$ cat config.mk
export PLATFORM = sky130hd
export DESIGN_NAME = cps_div_step
export DESIGN_NICKNAME = d
export VERILOG_FILES = /design/src/design/cps_pkg.sv /design/src/design/cps_div_step.sv
export SDC_FILE = /design/constraint.sdc
export NUM_CORES = 1
export LEC_CHECK = 0
export BUFFER_PORTS_ARGS = -buffer_cell sky130_fd_sc_hd__buf_4
export CORE_AREA = 2 2 258 260
export CTS_CLUSTER_DIAMETER = 100
export DETAILED_ROUTE_END_ITERATION = 10
export DIE_AREA = 0 0 260 262
export HOLD_SLACK_MARGIN = 0.02
export SLEW_MARGIN = 20
export SYNTH_ARGS = -nofsm -noshare
export SYNTH_HDL_FRONTEND = slang
export SYNTH_SLANG_ARGS = --single-unit
export TNS_END_PERCENT = 1
$ cat constraint.sdc
create_clock -name clk_i -period 1.5 [get_ports clk_i]
set_input_delay 0.15 -clock clk_i [delete_from_list [all_inputs] [get_ports clk_i]]
set_output_delay 0.15 -clock clk_i [all_outputs]
set_load 0.05 [all_outputs]
$ cat src/design/cps_pkg.sv
// ----------------------------------------------------------------------------
// cps_pkg: closest point on segment shared types
// Word types, divider step state and sideband carried along the pipeline.
// ----------------------------------------------------------------------------
package cps_pkg;

  localparam int unsigned DataW = 32;
  localparam int unsigned MagW  = 65;
  localparam int unsigned QuoW  = 32;

  typedef struct packed {
    logic              func;
    logic signed [31:0] ax;
    logic signed [31:0] ay;
    logic signed [31:0] bx;
    logic signed [31:0] by;
    logic signed [31:0] px;
    logic signed [31:0] py;
  } cps_in_t;

  typedef struct packed {
    logic signed [31:0] qx;
    logic signed [31:0] qy;
    logic signed [31:0] param_t;
    logic               degenerate;
    logic               saturated;
  } cps_out_t;

  typedef struct packed {
    logic [MagW-1:0] rem;
    logic [MagW-1:0] den;
    logic [QuoW-1:0] nlo;
    logic [QuoW-1:0] quo;
    logic            ovf;
    logic            ge1;
  } cps_div_t;

  typedef struct packed {
    logic             func;
    logic             degen;
    logic             numneg;
    logic [DataW-1:0] ax;
    logic [DataW-1:0] ay;
    logic [DataW-1:0] dxm;
    logic [DataW-1:0] dym;
    logic             dxn;
    logic             dyn;
  } cps_side_t;

endpackage

$ cat src/design/cps_div_step.sv
// ----------------------------------------------------------------------------
// cps_div_step: one restoring divider stage
// Brings down one numerator bit and produces one quotient bit.
// ----------------------------------------------------------------------------
module cps_div_step import cps_pkg::*; (
  input  logic      clk_i,
  input  logic      rst_ni,
  input  logic      en_i,
  input  logic      valid_i,
  input  cps_div_t  div_i,
  input  cps_side_t side_i,
  output logic      valid_o,
  output cps_div_t  div_o,
  output cps_side_t side_o
);

  logic [MagW:0] part;
  logic [MagW:0] diff;
  logic          take;
  cps_div_t      div_d;

  always_comb begin
    part  = {div_i.rem, div_i.nlo[QuoW-1]};
    diff  = part - {1'b0, div_i.den};
    take  = part >= {1'b0, div_i.den};
    div_d      = div_i;
    div_d.rem  = take ? diff[MagW-1:0] : part[MagW-1:0];
    div_d.nlo  = {div_i.nlo[QuoW-2:0], 1'b0};
    div_d.quo  = {div_i.quo[QuoW-2:0], take};
  end

  always_ff @(posedge clk_i or negedge rst_ni) begin
    if (!rst_ni) begin
      valid_o <= 1'b0;
    end else if (en_i) begin
      valid_o <= valid_i;
    end
  end

  always_ff @(posedge clk_i) begin
    if (en_i) begin
      div_o  <= div_d;
      side_o <= side_i;
    end
  end

endmodule

-- Word-level counts from Yosys, hierarchy flattened
Cells that the tools add are included.
- output and inout port bits: 330
- input bits: 333
- register bits after elaboration: 329
- multiplexer cells: 1
- $lt $le $gt $ge: 1
- add/sub/neg operators: 1
- operators with widths (operator ; count):
    $ge 66x65->1 ; 1
    $mux 65 ; 1
    $sub 65x65->65 ; 1

-- Depth between registers and ports, before layout
Gate-level depths: netlist of run 1.
- depth after elaboration: 2
- gate-level depth with buffers: 15
- depth with buffers taken out: 13

-- Worst setup path before layout of run 1
No wires, ideal clock.
- kind: input to register
- start point: input div_i[125] in the netlist's numbering
- end point: register div_o[132] in the netlist's numbering, data pin
- arrival time: 2526 ps
- stages on the path: 11
- setup slack: -1288 ps
- setup time: 262 ps
- data required time: 1238 ps
- path through: inv_1 ha_1 a21o_1 a21o_1 a21o_1 a21o_1 a21o_1 a2111o_1 a31oi_4 buf_6 mux2_1
- RTL lines (item ; line ; source):
    from (decl) ; cps_div_step.sv:10 ; input cps_div_t div_i,
    to (signal assigned) ; cps_div_step.sv:42 ; div_o <= div_d;
    to (decl) ; cps_div_step.sv:13 ; output cps_div_t div_o,

==> results of run 1 <==
logic make-up after synthesis:
group           synth area share (%)
flops                          65.97
fa+ha+maj                      5.567
xor+xnor                       3.277
other cells                  0.02505
buf+inv                        3.686
mux                           0.3678
simple gates                   8.602
compound gates                 12.51
flip-flops by register name, summed over array words and instances, names as in the netlist:
register  cells
side_o      133
div_o       195
valid_o       1
worst min path at each step:
stage / from / slack, ns / to
3_3_place_gp: rst_ni / -0.06 / valid_o
3_5_place_dp: rst_ni / -0.06 / valid_o
6_report: div_i[66] / 0.06 / div_o[131]
5_1_grt: div_i[66] / 0.08 / div_o[131]
4_1_cts: div_i[66] / 0.03 / div_o[131]
2_1_floorplan: rst_ni / -0.15 / valid_o
placed cells by master, fill, tap and decap left out, types with 6 or more instances in the layout:
cell type and n:
nor2_1 41, nand2b_1 7, buf_6 12, nor3_1 11, a21oi_1 70, inv_1 66
o21ai_0 50, a31oi_1 9, xor2_1 22, buf_4 987, nand3_1 10, nand2_1 113
a21o_1 29, nand4_1 23, ha_4 25, inv_2 16, bufinv_16 7, o21ai_1 39
dlygate4sd3_1 331, o21ai_2 8, nand2_2 10, edfxtp_1 328, clkinvlp_4 6, clkbuf_16 43
xnor2_1 30, o21bai_1 16, buf_12 14, diode_2 13, ha_1 38, a21oi_2 18
metal layers:
layer | up-vias | routed length [um] | GRT usage [%]
met2 | 582 | 40070 | 38.94
met4 | 24 | 3086 | 9.052
li1 | 7007 | - | -
met5 | - | 151 | 0
met1 | 7313 | 27420 | 22.42
met3 | 128 | 5754 | 6.028
worst min-delay path, delay by kind of cell:
family / cells / cell delay, ns
compound gates: 1 / 0.08
buf+inv: 1 / 0.10
fa+ha+maj: 1 / 0.13
power groups by stage:
stage	Combinational, W	Clock (W)	Sequential, W
after floorplan	0.00190	0	0.0147
after global placement	0.00924	0	0.0117
after detailed placement	0.00929	0	0.0117
after CTS	0.0103	0.0112	0.0115
after global routing	0.0111	0.0115	0.0116
final	0.0106	0.0109	0.0115
through the flow:
stage	util, %	cells	power, W	setup TNS [ns]
after floorplan	-	1148	0.01657	-63.76
after global placement	36.07	2969	0.02092	-106.50
after detailed placement	36.07	2969	0.02095	-108.24
after CTS	44.27	3380	0.03304	-41.13
after global routing	44.95	3405	0.03417	-51.80
final	44.96	3408	0.03297	-45.66
final cells by class:
class,count,share of cell area (%)
multi-input combinational,696,18.39
clock buffer,47,3.645
tap,864,3.683
sequential,329,33.64
inverter,84,1.091
antenna,13,0.1108
timing repair buffer,1346,38.09
clock inverter,29,1.351
repair_timing:
item / CTS / global route
hold buffers: 331 / 0
cloned: 0 / 1
setup buffers: 4 / 14
pin swaps: 27 / 32
endpoints found under the setup margin: 66 / 66
resized for setup: 98 / 66
endpoints found under the hold margin: 336 / 0
==> results.ini, run 1 <==
[die]
rows = 94
core_area_mm2 = 0.06528
start_util_pct = 22.93
die_area_mm2 = 0.06812
pin_count = 663
die_x_um = 260
die_y_um = 262

[sta]
maxSlewViolCount = 0
fin_crit_ns = 2.276
fmax_mhz = 439.4
layout_setup_ws_ns = -0.7760
worstMarginPinSlew_ns = 0.5090
finalHoldViolCount = 0
max_slew_margin_pct = 65.71
timing.hold.ws_ns = 0.06469
period_share_pct = 151.7
setup_violations = 66
finClkSkew_ns = 0
rsz0062_at_grt = yes

[grt]
antenna_found_initial = 28
grtUsageTotal_pct = 21.12
grt_max_degree = 45
overflow = 0
grt_pass1_vias = 15760
grt_pass1_wl_mm = 104.0

[worst_setup_path]
rrSetupSlack_ns = 0.72
crit_family = buffers and inverters
critPathSlowestCell = ha_4
crit_top_cell = buf_4
end_kind = flop
cp_num_buf_inv = 7
cp-start-kind = primary input
slowest_delay_ns = 0.29
worstPathMaxFanout = 8
crit_chain = buf_4, inv_1, ha_4, nand2_2, buf_4, nor3_4, a21oi_2, buf_4, a31oi_4, o21ai_4, o21ai_4, a31oi_4, buf_12, buf_4, buf_6, nand2_1, o21ai_1
crit_end = div_o[149]
cp.depth = 17
timing.rr.end = valid_o
cp-startpoint = div_i[81]
reg2reg_from = valid_o
reg2reg_depth = 1
cp.required_ns = 1.82
arrival_ns = 2.60
critPathKind = primary input to flop

[synth]
synth_ff_type = edfxtp_1
synth_most_common_cell = edfxtp_1
avgSynthCellArea_um2 = 13.04
synth.top_cell.area_share_pct = 65.80
seq_area_frac_synth_pct = 65.97
yosysTopAreaCell = edfxtp_1
synth.area.top_cells = edfxtp_1, ha_1, nand2_1
synth_cell_types = 80
yosys_warnings = 0
synthTopCellsByCount = edfxtp_1, nand2_1, a21oi_1
synth_edf_count = 328
ys_async_sr_fraction_pct = 0.3040
syn-num-nets = 1547
ys_ff_latch = 329
syn_inst = 1148
synth_area_mm2 = 0.01497

[power]
clockPowerShare_pct = 33.1
power_frac_seq_pct = 34.9
vdd_ir_drop_max_v = 0.0008383
p_int_w = 0.02187
swShare_pct = 33.67
power_frac_comb_pct = 32.0
powerDensity_mw_per_mm2 = 1123
switchingPower_w = 0.01110
p_leak_nw = 12.66

[routing]
num_vias = 15050
ant_nets = 0
wl_per_cell_um = 22.44
drt_first_iter_violations = 881
routed_wl_mm = 76.48
post-route-drc-count = 0
via_per_inst = 4.417
dr.pass1.iters = 5

[min_path]
hold_path.class = primary input to flop
whs_path_depth = 3

[place]
portBuffers = 660
gp_congestion = 0.8951
place_ws_ns = -1.763
placed_area_mm2 = 0.02355
hpwl_mm = 59.40

[clock_network]
clock_latency_ns = 0.58
clock_path_buffers = 3
h-tree-depth = 2
tritoncts = yes
cts_buffers = 42
clkTransAtPathRegs_ns = 0.06
clock-sinks = 329
cts_root_buffer = clkbuf_16

[finish]
drive_above_1_share_pct = 48.68
nets = 2898
syn2layout_area_growth_pct = 96.09
fill_cells = 5935
fin_area_mm2 = 0.02935
seqCellArea_mm2 = 0.009874
multi_input_area_mm2 = 0.005398

[run_status]
violations = setup timing
status = finished, violations left

[job]
cap_violations = 0

(Power assumes the default switching activity.)
==> inputs of run 2 (changes only) <==
- CORE_AREA: 2 2 258 260 -> 2 2 260 262
- DIE_AREA: 0 0 260 262 -> 0 0 262 264
==> run 2 against run 1 <==
- the run still ends with setup timing left
- register-to-register slack better by 0.03 ns
- sequential cell count unchanged
- first-iteration DRC count unchanged
- non-clock buffer count down 2
- critical endpoint is now div_o[132]
- highest routed layer unchanged
- largest power group unchanged
==> results.ini, run 2 (synthesis gave the netlist of run 1 again) <==
[worst_setup_path]
rrSetupSlack_ns = 0.75
reg2reg_depth = 1
cp-start-kind = primary input
timing.rr.end = valid_o
worstPathMaxFanout = 5
cp.required_ns = 1.81
crit_end = div_o[132]
arrival_ns = 2.70
end_kind = flop
critPathKind = primary input to flop
cp-startpoint = div_i[81]
reg2reg_from = valid_o

[die]
die_area_mm2 = 0.06917
die_y_um = 264
core_area_mm2 = 0.06656
die_x_um = 262
pin_count = 663
rows = 95
start_util_pct = 22.49

[power]
swShare_pct = 33.73
switchingPower_w = 0.01087
clockPowerShare_pct = 30.9
power_frac_comb_pct = 33.4
p_int_w = 0.02137
power_frac_seq_pct = 35.8
p_leak_nw = 12.67
powerDensity_mw_per_mm2 = 1098
vdd_ir_drop_max_v = 0.0008360

[finish]
fill_cells = 6178
drive_above_1_share_pct = 49.19
nets = 2893
regMostFlops = div_o
largest_register_ffs = 195
fin_cells = 3409
syn2layout_area_growth_pct = 96.24
final_common_cell = buf_4
layout_common_cells = buf_4, dlygate4sd3_1, edfxtp_1
fin_util_pct = 44.13
top_regs = div_o (195), side_o (133), valid_o (1)
fin_area_mm2 = 0.02937

[grt]
overflow = 0
grt_pass1_vias = 15830
grtUsageTotal_pct = 21.90
grt_pass1_wl_mm = 108.8
grt_max_degree = 39
antenna_found_initial = 27

[place]
hpwl_mm = 62.12
portBuffers = 660
gp_congestion = 0.9467
dp.cells = 2978
place_ws_ns = -1.714
placed_area_mm2 = 0.02356

[sta]
finalSetupTns_ns = -54.23
finClkSkew_ns = 0
rsz0062_at_grt = yes
maxSlewViolCount = 0
finalHoldViolCount = 0
fin_crit_ns = 2.386
setup_violations = 66
fmax_mhz = 419.1
period_share_pct = 159.1
layout_setup_ws_ns = -0.8862
worstMarginPinSlew_ns = 0.5313
max_slew_margin_pct = 64.21

[routing]
drt_first_iter_violations = 881
wl_per_cell_um = 23.43
ant_nets = 0
via_per_inst = 4.414
post-route-drc-count = 0
num_vias = 15050
dr.pass1.iters = 5
routed_wl_mm = 79.88

[clock_network]
clock_path_buffers = 3
clock-sinks = 329
cts_buffers = 39
clkTransAtPathRegs_ns = 0.06
clock_latency_ns = 0.55
h-tree-depth = 2
tritoncts = yes
cts_root_buffer = clkbuf_16

[run_status]
violations = setup timing
status = finished, violations left

[job]
cap_violations = 0

[min_path]
hold_path.class = primary input to flop

[run 2: worst max-delay path: stages]
cell and delay (ns):
buf_4 0.12, inv_1 0.15, ha_1 0.29, buf_4 0.17, and2_1 0.19, a221oi_4 0.31
a31oi_4 0.17, o21ai_4 0.24, o21ai_4 0.10, a31oi_4 0.19, buf_6 0.18, clkbuf_16 0.16
mux2_4 0.29
[run 2: worst min path at each step]
stage	depth (start not counted)	slack (ns)	end	start
after global placement	1	-0.06	valid_o	rst_ni
after global routing	3	0.03	div_o[131]	div_i[66]
after floorplan	0	-0.15	valid_o	rst_ni
after detailed placement	1	-0.06	valid_o	rst_ni
final	3	0.06	div_o[131]	div_i[66]
after CTS	2	-0.13	div_o[145]	div_i[144]
[run 2: power groups by stage]
stage / clock network, W / logic [W] / registers (W)
6_report: 0.00995 / 0.0108 / 0.0115
3_5_place_dp: 0 / 0.00935 / 0.0117
2_1_floorplan: 0 / 0.00190 / 0.0147
3_3_place_gp: 0 / 0.00928 / 0.0117
5_1_grt: 0.0106 / 0.0113 / 0.0116
4_1_cts: 0.0102 / 0.0103 / 0.0115
[run 2: repair_timing]
action,in CTS,in global routing
buffers inserted,2,9
cloned,0,6
pin swaps,12,38
endpoints found under the hold margin,330,1
hold buffers,330,1
gates resized for setup,71,139
setup endpoints to repair,66,66
[run 2: metrics by stage]
stage	hold WS [ns]	power, W
after CTS	-0.1303	0.03201
after floorplan	-0.1456	0.01657
after detailed placement	-0.06326	0.02103
final	0.05995	0.03224
after global placement	-0.06381	0.02098
after global routing	0.02851	0.03344
[run 2: area by class of cell]
class	instances	area, um^2	share of cell area [%]
flip-flops and latches	329	9874	33.62
inverters	84	325.3	1.108
multi-input cells	696	5408	18.41
clock inverters	27	280.3	0.9542
well taps	873	1092	3.719
clock buffers	45	1040	3.540
repair buffers	1344	11330	38.56
diodes	11	27.53	0.09371
[run 2: layer usage]
layer / track usage, % / up-vias / share of wire (%)
met4: 9.208 / 10 / 5.0
li1: - / 6992 / -
met3: 5.239 / 155 / 6.8
met5: 0 / - / 0.094
met1: 23.87 / 7303 / 37
met2: 40.09 / 586 / 51
==> inputs of run 3 (changes only) <==
- PLACE_DENSITY: default -> 0.48
- SETUP_SLACK_MARGIN: default -> 0.1
==> run 3 against run 2 <==
- the run still ends with setup timing left
- worst hold slack better by 0.0084 ns
- routed wire length down 5.7%
- clock skew unchanged
- final cell count up 0.18%
- final area up 0.12%
- global-route usage down 1.1 points
- count of clock-buffer cells in the layout down 1
- via count down 0.98%
- worst setup slack worse by 0.025 ns
- largest power group unchanged
- highest routed layer unchanged
==> results.ini, run 3 (synthesis gave the netlist of run 1 again) <==
[run_status]
status = finished, violations left
violations = setup timing

[grt]
grt_max_degree = 54
overflow = 0
grtUsageTotal_pct = 20.75
grt_pass1_vias = 15560
antenna_found_initial = 22
grt_pass1_wl_mm = 104.1

[die]
die_x_um = 262
start_util_pct = 22.49
rows = 95
die_area_mm2 = 0.06917
die_y_um = 264
core_area_mm2 = 0.06656
pin_count = 663

[sta]
fmax_mhz = 414.8
maxSlewViolCount = 0
timing.hold.ws_ns = 0.06840
setup_violations = 66
fin_crit_ns = 2.411
finalHoldViolCount = 0
rsz0062_at_grt = yes
period_share_pct = 160.7
worstMarginPinSlew_ns = 0.5749
layout_setup_ws_ns = -0.9108
max_slew_margin_pct = 61.67
finClkSkew_ns = 0

[worst_setup_path]
cp-start-kind = primary input
rrSetupSlack_ns = 0.76
end_kind = flop
worstPathMaxFanout = 6
arrival_ns = 2.71
cp.required_ns = 1.80
critPathKind = primary input to flop

[finish]
seqCellArea_mm2 = 0.009874
multi_input_area_mm2 = 0.005353
regMostFlops = div_o
fill_cells = 6269
fin_util_pct = 44.18
final_common_cell = buf_4
layout_common_cells = buf_4, dlygate4sd3_1, edfxtp_1
nets = 2902
drive_above_1_share_pct = 48.30
top_regs = div_o (195), side_o (133), valid_o (1)
syn2layout_area_growth_pct = 96.48
largest_register_ffs = 195

[power]
p_leak_nw = 12.69
vdd_ir_drop_max_v = 0.0007367
clockPowerShare_pct = 32.5
p_int_w = 0.02180
powerDensity_mw_per_mm2 = 1113
swShare_pct = 33.40
power_frac_comb_pct = 32.4
power_frac_seq_pct = 35.2
switchingPower_w = 0.01094

[place]
portBuffers = 660
hpwl_mm = 58.63
gp_congestion = 0.9204
place_ws_ns = -1.702

[routing]
drt_first_iter_violations = 913
via_per_inst = 4.363
num_vias = 14900
ant_nets = 0
dr.pass1.iters = 6
wl_per_cell_um = 22.06
post-route-drc-count = 0
routed_wl_mm = 75.33

[clock_network]
cts_buffers = 42
clock-sinks = 329
tritoncts = yes
cts_root_buffer = clkbuf_16
clock_latency_ns = 0.56
clkTransAtPathRegs_ns = 0.06
h-tree-depth = 2
clock_path_buffers = 3

[job]
cap_violations = 0

[min_path]
hold_path.class = primary input to flop

run 3: cell types whose count changed in the layout (fill, tap and decap cells not counted), moves of 4 or more:
cell,previous run,this run
nand2_2,30,13
diode_2,11,6
nand2_4,5,1
buf_6,16,25
o21ai_0,36,45
inv_2,17,9
nand2_1,89,110
buf_4,970,974
inv_1,63,73
o21ai_2,14,5
run 3: metal layers:
metal  global-route usage (%)  up-vias  part of all wire, %
met4                    7.726       16                  3.9
met1                    23.35     7212                   38
met2                    37.67      527                   51
li1                         -     7011                    -
met5                  0.07123        -                 0.14
met3                    4.855      133                  6.5
run 3: area by class of cell:
class | instances | area share (%)
flip-flops and latches | 329 | 33.58
diodes | 6 | 0.05105
well taps | 873 | 3.714
clock inverters | 33 | 1.225
multi-input cells | 696 | 18.20
repair buffers | 1350 | 38.47
inverters | 84 | 1.089
clock buffers | 44 | 3.672
run 3: path summary, 6_finish.rpt:
check,cells after the start,to,from
worst min register to register,1,valid_o,valid_o
worst max register to register,1,valid_o,valid_o
worst max-delay path,17,div_o[192],div_i[76]
max in group asynchronous,3,valid_o,rst_ni
worst min-delay path,4,div_o[163],div_i[162]
min in group asynchronous,3,valid_o,rst_ni
run 3: repair_timing:
action,4_1_cts,5_1_grt
buffers inserted,14,9
setup endpoints to repair,78,79
cloned,1,1
gates resized for setup,104,71
hold endpoints to repair,341,0
pin swaps,20,30
hold buffers,330,0
run 3: stage by stage:
| stage | power, W | setup TNS (ns) | instance area, um^2 | instances |
|---|---|---|---|---|
| 2_1_floorplan | 0.01657 | -63.76 | 15040 | 1148 |
| 3_3_place_gp | 0.02094 | -98.82 | 23540 | 2977 |
| 3_5_place_dp | 0.02096 | -100.85 | 23540 | 2977 |
| 4_1_cts | 0.03294 | -49.78 | 29020 | 3399 |
| 5_1_grt | 0.03407 | -57.37 | 29410 | 3414 |
| 6_report | 0.03274 | -52.24 | 29410 | 3415 |
run 3: critical path, stage by stage:
cell and delay [ns]:
buf_4 0.09, inv_2 0.04, ha_4 0.28, buf_4 0.11, nand2_2 0.07, buf_4 0.14, nor3_2 0.19, a21oi_2 0.11
buf_4 0.18, a31oi_4 0.26, o21ai_4 0.11, o21ai_4 0.18, a31oi_4 0.13, buf_6 0.15, buf_8 0.13, inv_2 0.06
mux2_1 0.31
run 3: power groups by stage:
stage | logic, W | registers (W) | clock network (W)
4_1_cts | 0.0105 | 0.0115 | 0.0110
6_report | 0.0106 | 0.0115 | 0.0106
3_3_place_gp | 0.00926 | 0.0117 | 0
2_1_floorplan | 0.00190 | 0.0147 | 0
3_5_place_dp | 0.00929 | 0.0117 | 0
5_1_grt | 0.0112 | 0.0116 | 0.0113
